File: config.mk
export PLATFORM = sky130hd
export DESIGN_NAME = sorted_list_insert
export DESIGN_NICKNAME = d
export VERILOG_FILES = /design/src/rtl/core/sli_pkg.sv /design/src/rtl/core/sli_cell.sv /design/src/rtl/core/sli_out_buf.sv /design/src/rtl/core/sorted_list_insert.sv
export VERILOG_INCLUDE_DIRS = /design/src /design/src/rtl/core
export SDC_FILE = /design/constraint.sdc
export NUM_CORES = 2
export LEC_CHECK = 0
export BUFFER_PORTS_ARGS = -buffer_cell sky130_fd_sc_hd__buf_2
export CAP_MARGIN = 20
export CORE_UTILIZATION = 45
export CTS_CLUSTER_DIAMETER = 80
export DETAILED_ROUTE_END_ITERATION = 10
export PLACE_DENSITY = 0.64
export SETUP_SLACK_MARGIN = 0.3
export SLEW_MARGIN = 0
export SYNTH_ARGS = -nofsm -noshare
export SYNTH_HDL_FRONTEND = slang
export SYNTH_SLANG_ARGS = --single-unit
File: constraint.sdc
create_clock -name clk_i -period 6.2 [get_ports clk_i]
set_input_delay 1.86 -clock clk_i [delete_from_list [all_inputs] [get_ports clk_i]]
set_output_delay 1.86 -clock clk_i [all_outputs]
set_load 0.05 [all_outputs]
File: src/rtl/core/sorted_list_insert_defines.svh
// Assertion macros shared by the sorted list insert RTL.
`ifndef SORTED_LIST_INSERT_DEFINES_SVH
`define SORTED_LIST_INSERT_DEFINES_SVH

// Property that must hold at every clock edge outside reset.
`define SLI_ASSERT_ALWAYS(lbl, cond, msg) \
  lbl: assert property (@(posedge clk_i) disable iff (!rst_ni) (cond)) else $error(msg);

// Same-cycle implication.
`define SLI_ASSERT_IMP(lbl, ante, cons, msg) \
  lbl: assert property (@(posedge clk_i) disable iff (!rst_ni) (ante) |-> (cons)) \
    else $error(msg);

// Next-cycle implication.
`define SLI_ASSERT_NXT(lbl, ante, cons, msg) \
  lbl: assert property (@(posedge clk_i) disable iff (!rst_ni) (ante) |=> (cons)) \
    else $error(msg);

`endif

File: src/rtl/core/sli_pkg.sv
// Types and constants for the sorted list insert block.
package sli_pkg;

  localparam int Capacity = 16;
  localparam int KeyW     = 32;
  localparam int CntW     = $clog2(Capacity + 1);
  localparam int IdxW     = $clog2(Capacity);

  typedef enum logic {
    OpInsert = 1'b0,
    OpList   = 1'b1
  } op_e;

  typedef enum logic [1:0] {
    StInserted = 2'd0,
    StDropped  = 2'd1,
    StListed   = 2'd2,
    StEmpty    = 2'd3
  } status_e;

  typedef enum logic [1:0] {
    SIdle = 2'b01,
    SList = 2'b10
  } state_e;

  typedef struct packed {
    op_e                    operation;
    logic signed [KeyW-1:0] key;
  } in_req_t;

  typedef struct packed {
    status_e                status;
    logic signed [KeyW-1:0] value;
    logic                   last;
  } out_res_t;

  // broadcast command to every cell
  typedef struct packed {
    logic                   ins;
    logic                   rot;
    logic signed [KeyW-1:0] key;
  } cell_cmd_t;

  // what a cell shows its neighbors
  typedef struct packed {
    logic                   valid;
    logic                   place;
    logic signed [KeyW-1:0] entry;
  } cell_link_t;

endpackage

File: src/rtl/core/sli_cell.sv
// One storage cell of the sorted chain: insert-shift and list rotation.
module sli_cell (
  input  logic                   clk_i,
  input  logic                   rst_ni,
  input  sli_pkg::cell_cmd_t     cmd_i,
  input  sli_pkg::cell_link_t    left_i,
  input  sli_pkg::cell_link_t    right_i,
  input  logic signed [sli_pkg::KeyW-1:0] head_i,
  output sli_pkg::cell_link_t    link_o
);

  logic                           valid_q, valid_d;
  logic signed [sli_pkg::KeyW-1:0] entry_q, entry_d;
  logic                           ge;

  // entry not less than key, or free slot: new key lands here or earlier
  assign ge = valid_q && !(entry_q < cmd_i.key);
  assign link_o.valid = valid_q;
  assign link_o.place = ge || !valid_q;
  assign link_o.entry = entry_q;

  always_comb begin
    valid_d = valid_q;
    entry_d = entry_q;
    if (cmd_i.ins) begin
      if (left_i.place) begin
        valid_d = left_i.valid;
        entry_d = left_i.entry;
      end else if (link_o.place) begin
        valid_d = 1'b1;
        entry_d = cmd_i.key;
      end
    end else if (cmd_i.rot && valid_q) begin
      // tail wraps to the head
      entry_d = right_i.valid ? right_i.entry : head_i;
    end
  end

  always_ff @(posedge clk_i or negedge rst_ni) begin
    if (!rst_ni) begin
      valid_q <= 1'b0;
    end else begin
      valid_q <= valid_d;
    end
  end

  always_ff @(posedge clk_i) begin
    entry_q <= entry_d;
  end

endmodule

File: src/rtl/core/sli_out_buf.sv
// Output register with skid slot for result requests.
module sli_out_buf (
  input  logic                clk_i,
  input  logic                rst_ni,
  input  logic                push_i,
  input  sli_pkg::out_res_t   push_res_i,
  output logic                full_o,
  output logic                out_valid_o,
  input  logic                out_stall_i,
  output sli_pkg::out_res_t   out_res_o
);

  logic              out_valid_q, skid_valid_q;
  sli_pkg::out_res_t out_q, skid_q;
  logic              pop;

  assign pop         = out_valid_q && !out_stall_i;
  assign full_o      = skid_valid_q;
  assign out_valid_o = out_valid_q;
  assign out_res_o   = out_q;

  always_ff @(posedge clk_i or negedge rst_ni) begin
    if (!rst_ni) begin
      out_valid_q  <= 1'b0;
      skid_valid_q <= 1'b0;
    end else if (!out_valid_q || pop) begin
      out_valid_q  <= skid_valid_q || push_i;
      skid_valid_q <= skid_valid_q && push_i;
    end else if (push_i) begin
      skid_valid_q <= 1'b1;
    end
  end

  always_ff @(posedge clk_i) begin
    if (!out_valid_q || pop) begin
      out_q <= skid_valid_q ? skid_q : push_res_i;
      if (push_i) begin
        skid_q <= push_res_i;
      end
    end else if (push_i) begin
      skid_q <= push_res_i;
    end
  end

endmodule

File: src/rtl/core/sorted_list_insert.sv
// Sorted list insert: top level with cell chain, sequencer and output buffer.
//
// Usage: requests arrive on in_valid_i / in_stall_o / in_req_i; a request is
// taken on a rising edge with in_valid_i high and in_stall_o low. Results
// leave on out_valid_o / out_stall_i / out_res_o under the same rule.
// For an insert request every cell compares the key with its entry at once
// and the chain shifts by one place from the insert point, so a new insert
// can be taken every cycle while in_stall_o is low. Its single result
// (inserted, or dropped when all Capacity cells hold keys) is registered in
// the output buffer. For a list request with n stored keys the accept cycle
// starts the walk, then, while the output buffer has room, the chain rotates
// one place per cycle and cell 0 supplies each key in order, the last one
// flagged. Each key goes from the SList state into the output buffer; after
// n steps the chain is back in order. An empty store gives one "empty"
// result. in_stall_o is high while a list runs.
// A two-entry output buffer (register plus skid slot) lets a request be
// taken while an earlier result still waits; when the receiver stalls long
// enough to fill both slots, in_stall_o rises and the chain holds.
// Reset (rst_ni low, asynchronous) empties the store and the output buffer;
// stored keys need no clearing because only valid cells are ever read.
`include "sorted_list_insert_defines.svh"

module sorted_list_insert (
  input  logic               clk_i,
  input  logic               rst_ni,
  input  logic               in_valid_i,
  output logic               in_stall_o,
  input  sli_pkg::in_req_t   in_req_i,
  output logic               out_valid_o,
  input  logic               out_stall_i,
  output sli_pkg::out_res_t  out_res_o
);

  sli_pkg::state_e               state_q, state_d;
  logic [sli_pkg::CntW-1:0]      count_q, count_d;
  logic [sli_pkg::IdxW-1:0]      idx_q, idx_d;
  logic [sli_pkg::CntW-1:0]      count_inc;
  logic [sli_pkg::CntW-1:0]      cells_used;

  sli_pkg::cell_cmd_t            cmd;
  sli_pkg::cell_link_t           links [sli_pkg::Capacity];
  logic [sli_pkg::Capacity-1:0]  valid_vec;
  logic                          sorted_ok;

  logic                          in_acc;
  logic                          ins_grow;
  logic                          full;
  logic                          buf_full;
  logic                          list_last;
  logic                          push;
  sli_pkg::out_res_t             push_res;

  assign in_stall_o = (state_q != sli_pkg::SIdle) || buf_full;
  assign in_acc     = in_valid_i && !in_stall_o;
  assign full       = (count_q == sli_pkg::CntW'(sli_pkg::Capacity));
  assign list_last  = ((sli_pkg::CntW'(idx_q) + sli_pkg::CntW'(1)) == count_q);
  assign count_inc  = count_q + sli_pkg::CntW'(1);
  assign ins_grow   = in_acc && (in_req_i.operation == sli_pkg::OpInsert) && !full;

  // Sequencer: one insert per insert request unless full, or a walk of count_q rotations.
  always_comb begin
    state_d  = state_q;
    count_d  = count_q;
    idx_d    = idx_q;
    push     = 1'b0;
    push_res = '{status: sli_pkg::StInserted, value: in_req_i.key, last: 1'b1};
    cmd      = '{ins: 1'b0, rot: 1'b0, key: in_req_i.key};
    case (state_q)
      sli_pkg::SIdle: begin
        if (in_acc) begin
          push = 1'b1;
          if (in_req_i.operation == sli_pkg::OpInsert) begin
            if (full) begin
              push_res.status = sli_pkg::StDropped;
            end else begin
              cmd.ins = 1'b1;
              count_d = count_inc;
            end
          end else if (count_q == '0) begin
            push_res = '{status: sli_pkg::StEmpty, value: '0, last: 1'b1};
          end else begin
            push    = 1'b0;
            idx_d   = '0;
            state_d = sli_pkg::SList;
          end
        end
      end
      sli_pkg::SList: begin
        if (!buf_full) begin
          push     = 1'b1;
          push_res = '{status: sli_pkg::StListed, value: links[0].entry, last: list_last};
          cmd.rot  = 1'b1;
          idx_d    = idx_q + sli_pkg::IdxW'(1);
          if (list_last) begin
            state_d = sli_pkg::SIdle;
          end
        end
      end
      default: begin
        state_d = sli_pkg::SIdle;
      end
    endcase
  end

  always_ff @(posedge clk_i or negedge rst_ni) begin
    if (!rst_ni) begin
      state_q <= sli_pkg::SIdle;
      count_q <= '0;
      idx_q   <= '0;
    end else begin
      state_q <= state_d;
      count_q <= count_d;
      idx_q   <= idx_d;
    end
  end

  // Cell chain: cell 0 holds the smallest key.
  for (genvar i = 0; i < sli_pkg::Capacity; i++) begin : g_cell
    sli_pkg::cell_link_t left_link, right_link;
    if (i == 0) begin : g_head
      assign left_link = '0;
    end else begin : g_mid
      assign left_link = links[i-1];
    end
    if (i == sli_pkg::Capacity - 1) begin : g_tail
      assign right_link = '0;
    end else begin : g_inner
      assign right_link = links[i+1];
    end
    assign valid_vec[i] = links[i].valid;

    sli_cell u_cell (
      .clk_i   (clk_i),
      .rst_ni  (rst_ni),
      .cmd_i   (cmd),
      .left_i  (left_link),
      .right_i (right_link),
      .head_i  (links[0].entry),
      .link_o  (links[i])
    );
  end

  sli_out_buf u_out_buf (
    .clk_i       (clk_i),
    .rst_ni      (rst_ni),
    .push_i      (push),
    .push_res_i  (push_res),
    .full_o      (buf_full),
    .out_valid_o (out_valid_o),
    .out_stall_i (out_stall_i),
    .out_res_o   (out_res_o)
  );

  // Adjacent valid cells must be in ascending order between requests.
  always_comb begin
    sorted_ok = 1'b1;
    for (int i = 1; i < sli_pkg::Capacity; i++) begin
      if (links[i].valid && (links[i].entry < links[i-1].entry)) begin
        sorted_ok = 1'b0;
      end
    end
  end

  assign cells_used = sli_pkg::CntW'($countones(valid_vec));

  `SLI_ASSERT_ALWAYS(a_count_matches_cells, cells_used == count_q, "count/cells mismatch")
  `SLI_ASSERT_IMP(a_idle_sorted, state_q == sli_pkg::SIdle, sorted_ok, "chain out of order")
  `SLI_ASSERT_IMP(a_list_nonempty, state_q == sli_pkg::SList, count_q != '0, "listing empty")
  `SLI_ASSERT_NXT(a_insert_grows, ins_grow, count_q == $past(count_inc), "store did not grow")

endmodule
After elaboration in Yosys (flattened, before gate mapping):

Cells that the tools add are included.

* flip-flop bits (word level): 611
* bits in latches: 0
* bits in writable memories: 0
* ROM bits: 0
* input port bits: 37
* output and inout bits: 37
* logic and storage cells: 388
* memories: 0

* add/sub/neg operators: 3
* multiply operators: 0
* divide/modulo/power cells: 0
* $lt $le $gt $ge: 16
* eq/ne operators: 26
* shift-type cells: 0
* multiplexer cells: 139
* bitwise operators: 2
* reduce and logical (&&, ||, !) cells: 159

Operators with widths (count)
* 32-bit 2-to-1 mux: 78
* 32-bit less-than comparator: 16
* 35-bit 2-to-1 mux: 4
* 35-bit case mux with 2 select lines: 1
* 2-bit nonzero test: 34
* 2-bit AND reduction: 31
* 3-bit by 1-bit != test with 1-bit output, second input constant: 15
* 1-bit 2-to-1 mux: 42
* 1-bit logical AND: 35
* 1-bit zero test: 35
* 33-bit 2-to-1 mux: 1
* 1-bit logical OR: 19
* 4-bit 2-to-1 mux: 4
* 2-bit 2-to-1 mux: 6
* 2-bit != test, second input constant: 5
* 5-bit AND reduction: 2
* 4-bit case mux with 2 select lines: 1
* 4-bit by 1-bit adder with 5-bit output, second input constant: 1
* 5-bit by 1-bit adder with 5-bit output, second input constant: 1
* 5-bit equality test: 1
* 5-bit equality test, second input constant: 1
* 5-bit zero test: 1
* 4-bit by 1-bit adder with 4-bit output, second input constant: 1
* 2-bit by 1-bit != test with 1-bit output, second input constant: 2
* 7 further kinds: 8

Longest topological paths before layout:

* depth in word-level cells: 8
* depth in mapped cells: 14
* depth with buffers taken out: 10

Hierarchy:

A second synthesis with hierarchy kept.

* cell total of the unflattened synthesis: 5145
* area, all modules: 50084.3 sq um

By module, submodules not included
* sli_cell at g_cell[0].u_cell ...: times used 15, cells each 307, area an instance 2889.0 sq um, sequential area each 985.9 sq um
* sli_cell at g_cell[9].u_cell: times used 1, cells each 300, area an instance 2841.5 sq um, sequential area each 985.9 sq um
* sli_out_buf: times used 1, cells each 116, area an instance 2742.6 sq um, sequential area each 2152.1 sq um
* sorted_list_insert: times used 1, cells each 124, area an instance 1164.9 sq um, sequential area each 276.5 sq um

Worst setup path before layout:

No wires, ideal clock.

* path type: in2reg
* from: input in_req_i[23] in the netlist's numbering
* to: register g_cell[10].u_cell.entry_q[0] in the netlist's numbering, enable pin
* library setup time: 0.441 ns
* arrival: 6.282 ns
* data required time: 5.759 ns
* slack: -0.523 ns
* stages: 12
* path buffers: 3
* cells stage by stage: clkbuf_1 -> inv_1 -> ha_1 -> nand4_1 -> or4_1 -> or2_1 -> a2111oi_2 -> nor4_1 -> mux2i_1 -> buf_2 -> buf_4 -> a31oi_1

* longest elaborated chain between the ends: 6
* elaborated cells between the ends (all ways): 10
* classes of those cells: order compare (2); eq/ne (1); reduce/logical (7)

Ends and longest elaborated chain
* from (decl): line sorted_list_insert.sv:28 `input sli_pkg::in_req_t in_req_i,`
* 32-bit less-than comparator: line sli_cell.sv:17 `assign ge = valid_q && !(entry_q < cmd_i.key);`
* 1-bit zero test: line sli_cell.sv:17
* 1-bit logical AND: line sli_cell.sv:17
* 1-bit logical OR: line sli_cell.sv:19 `assign link_o.place = ge || !valid_q;`
* 3-bit by 1-bit != test with 1-bit output (no source line) *
* 2-bit AND reduction (no source line) *
* to (signal assigned): line sli_cell.sv:48 `entry_q <= entry_d;`
* to (decl): line sli_cell.sv:13 `logic signed [sli_pkg::KeyW-1:0] entry_q, entry_d;`

Every way passes the cells marked *; elsewhere a longest branch is shown, timed or not.
A chain may end at the register's enable or synchronous reset.

Final worst setup path:

* from: input in_req_i[31] in the netlist's numbering
* to: register g_cell[10].u_cell.entry_q[6] in the netlist's numbering (data pin)

* longest elaborated chain between the ends: 6

Ends and longest elaborated chain
* 32-bit less-than comparator: line sli_cell.sv:17
* 1-bit zero test: line sli_cell.sv:17
* 1-bit logical AND: line sli_cell.sv:17
* 1-bit logical OR: line sli_cell.sv:19
* 32-bit 2-to-1 mux: line sli_cell.sv:26 `if (left_i.place) begin`
* 32-bit 2-to-1 mux: line sli_cell.sv:25 `if (cmd_i.ins) begin`
* net g_cell[10].u_cell.entry_d (one bit): line sli_cell.sv:13

The timed path passes the listed nets, and every way through them passes these cells.

==> flow_metrics.tcl <==
set metrics [dict create \
    synth_edf_count 582 \
    required_ps 6650 \
    start_kind "primary input" \
    clk_pin_slew_ps 60 \
    whs_endpoint "state_q[0]$_DFFE_PN1P_" \
    holdPathStages 2 \
    synth_area_leaders "edfxtp_1, ha_1, mux2i_1, a221oi_1, clkbuf_1" \
    ctsRootBufferMaster "clkbuf_16" \
    power.density_mw_per_mm2 431 \
    place_congestion 0.990 \
    tightest_slew_ps 1230 \
    ctsHoldBuffers 0 \
    ys_seq_area_frac 0.408 \
    numPortBuffers 73 \
    hold_slack_ps 520 \
    clk_latency_ps 640 \
    synth-seq-cells 611 \
    tns_ps 0 \
    start_util 0.454 \
    antenna_found_initial 4 \
    syn_area_per_cell_sq_um 10.5 \
    arrival_ps 6020 \
    status "finished clean" \
    final_nets 4804 \
    hp-class "flip-flop to flip-flop" \
    reg2reg_from "g_cell[9].u_cell.entry_q[31]$_DFFE_PP_" \
    cp-end-kind "flip-flop" \
    ctsResizeCount 0 \
    via_count 38840 \
    finalCritPeriodShare 0.898 \
    synthCells 4265 \
    yosys_most_used_dff "edfxtp_1" \
    drv_cap 0 \
    cts_sinks 611 \
    setup_viol 0 \
    yosys.area.top_type "edfxtp_1" \
    min_from "state_q[0]$_DFFE_PN1P_" \
    cts_buffers 73 \
    gr-total-overflow 0 \
    fin_skew_ps 25.0 \
    area_delta_synth_final_pct 12.3 \
    netlist.area_leader.share 0.392 \
    synth_warnings 0 \
    reg2regPathDepth 11 \
    nFillCells 8642 \
    drive_gt1_frac 0.126 \
    final.min_clock_period_ps 5570 \
    rows 115 \
    coreArea_sq_mm 0.0983 \
    synthesis.area_sq_mm 0.0446 \
    io-pin-count 74 \
    syn_nets 4803 \
    hpwl_microns 118000 \
    path_class "primary input to flip-flop" \
    die_w_microns 317 \
    rsz0062_at_grt "false" \
    grt_pass1_vias 35793 \
    drt_first_pass_iters 6 \
    worstReg2RegEnd "g_cell[10].u_cell.entry_q[6]$_DFFE_PP_" \
    die_h_microns 317 \
    seq_area_sq_mm 0.0182 \
    grt_pass1_wl_microns 240000 \
    wire_per_inst_microns 29.2 \
    fmax_ghz 0.180 \
    async_flop_share 0.0475 \
    totalWireLength_microns 164000 \
    postRouteAntennaNets 0 \
    grt_max_degree 205 \
    drc 0 \
    slew_violations 0 \
    postCtsSetupBuffers 0 \
    die_area_sq_mm 0.100 \
    cts_htree_levels 3 \
    power_leakage_uw 0.0183 \
    r2r_slack_ps 2100 \
    ir_worst_vdd_v 0.000271 \
    via_per_inst 6.93 \
    relSlewSlack 0.179 \
    grt_use_total 0.317 \
    drt_iter0_markers 5339 \
    finalHoldViolCount 0 \
    startpoint "in_req_i[31]" \
    cp_max_fo 32 \
    synth_cell_types 68 \
    cts_buffer_depth 3 \
    multi_input_area_sq_mm 0.0250 \
    cts_tree "done" \
]
kinds of logic after synthesis:
group	share of synthesized area
AOI/OAI and AO/OA	0.192
and+or+nand+nor	0.128
DFF	0.408
adders and majority gates	0.141
buffers and inverters	0.0402
muxes	0.0894
xor gates and xnor gates	0.00196
per-layer routing:
layer | GRT usage | vias up | routed length, microns
met2 | 0.456 | 2640 | 68200
met5 | 0 | - | 35
li1 | - | 17147 | -
met4 | 0.114 | 6 | 5960
met3 | 0.0689 | 312 | 20400
met1 | 0.465 | 18735 | 69000
metrics by stage:
step / setup slack [ps] / util / cell area, sq um / total power, uW / std cells
floorplan: 243 / - / 44700 / 13600 / 4265
global placement: 119 / 0.485 / 47700 / 16700 / 5474
detailed placement: 78.5 / 0.485 / 47700 / 16900 / 5475
CTS: 724 / 0.509 / 50100 / 21400 / 5602
global route: 536 / 0.510 / 50100 / 22600 / 5606
finish: 631 / 0.510 / 50100 / 21600 / 5606
critical path, cell delays in order:
cell	delay [ps]
buf_2	190
inv_1	280
buf_4	260
ha_1	390
nand4_1	230
or4_1	610
or2_1	310
a2111oi_2	580
nor4_1	130
buf_4	170
mux2i_4	430
buf_12	250
nor3_1	70
a221oi_1	220
area by class of cell:
cell class,instances,share of cell area
Sequential cell,611,0.364
Clock buffer,89,0.0385
Inverter,57,0.00427
Timing Repair Buffer,318,0.0529
Antenna cell,1,0.0000500
Tap cell,1287,0.0321
Clock inverter,38,0.00844
Multi-Input combinational cell,3205,0.500
registers in the layout, summed over array words and instances (netlist names):
name                   count
u_out_buf.out_res_o       35
u_out_buf.out_valid_o      1
g_cell.u_cell.entry_q    512
count_q                    5
idx_q                      4
g_cell.u_cell.valid_q     16
u_out_buf.skid_q          35
u_out_buf.full_o           1
state_q                    2
layout by cell type, fill, tap and decap left out, drive strengths merged, types with 60 or more instances in the layout:
master  synthesis  routed
edfxtp        582     582
ha            501     501
mux2i         361     361
a221oi        328     328
buf            68     317
nand2         291     291
nor3          241     241
o21ai         185     185
a21oi         161     161
nor2          123     123
a31oi         117     117
a21o          106     106
nor4          105     105
nand4         101     101
clkbuf        324      90
nand3          87      87
a211oi         81      81
nor2b          79      79
inv            57      60
cells in the mapped netlist (5+ instances only):
cell and count:
inv_1 57, buf_2 39, o21ai_0 180, o31ai_1 7
a221oi_2 25, or4_1 7, and3_1 36, a221o_1 36
buf_6 5, mux2_2 33, o21a_1 8, nor3_1 241
buf_4 6, clkbuf_1 324, nor4_1 105, nor2_1 123
xnor2_1 8, a221oi_1 303, mux2i_1 361, or2_1 6
dfrtp_1 28, a2111oi_0 5, nor2b_1 79, o21ai_1 5
a211oi_1 80, a21o_1 106, nor3b_1 10, nand3_1 87
nand4_1 101, a22o_1 34, and2_1 5, o211ai_1 44
and4_1 8, buf_1 18, nand2_1 291, nand2b_1 25
a21oi_1 161, a31oi_1 117, a211o_1 9, edfxtp_1 582
ha_1 501
where the power goes:
group	total [uW]	internal (uW)	switching, uW
logic	9780	3610	6170
registers	7390	6390	1010
clock network	4430	2580	1850
how the worst max path moves through the flow:
| stage | endpoint | slack, ps | cells after the start |
|---|---|---|---|
| 3_5_place_dp | g_cell[10].u_cell.entry_q[20]$_DFFE_PP_ | 80 | 14 |
| 6_report | g_cell[10].u_cell.entry_q[6]$_DFFE_PP_ | 630 | 14 |
| 3_3_place_gp | g_cell[9].u_cell.entry_q[1]$_DFFE_PP_ | 120 | 13 |
| 5_1_grt | g_cell[10].u_cell.entry_q[4]$_DFFE_PP_ | 540 | 14 |
| 2_1_floorplan | g_cell[10].u_cell.entry_q[0]$_DFFE_PP_ | 240 | 12 |
| 4_1_cts | g_cell[10].u_cell.entry_q[4]$_DFFE_PP_ | 720 | 14 |
(Power assumes the default switching activity.)
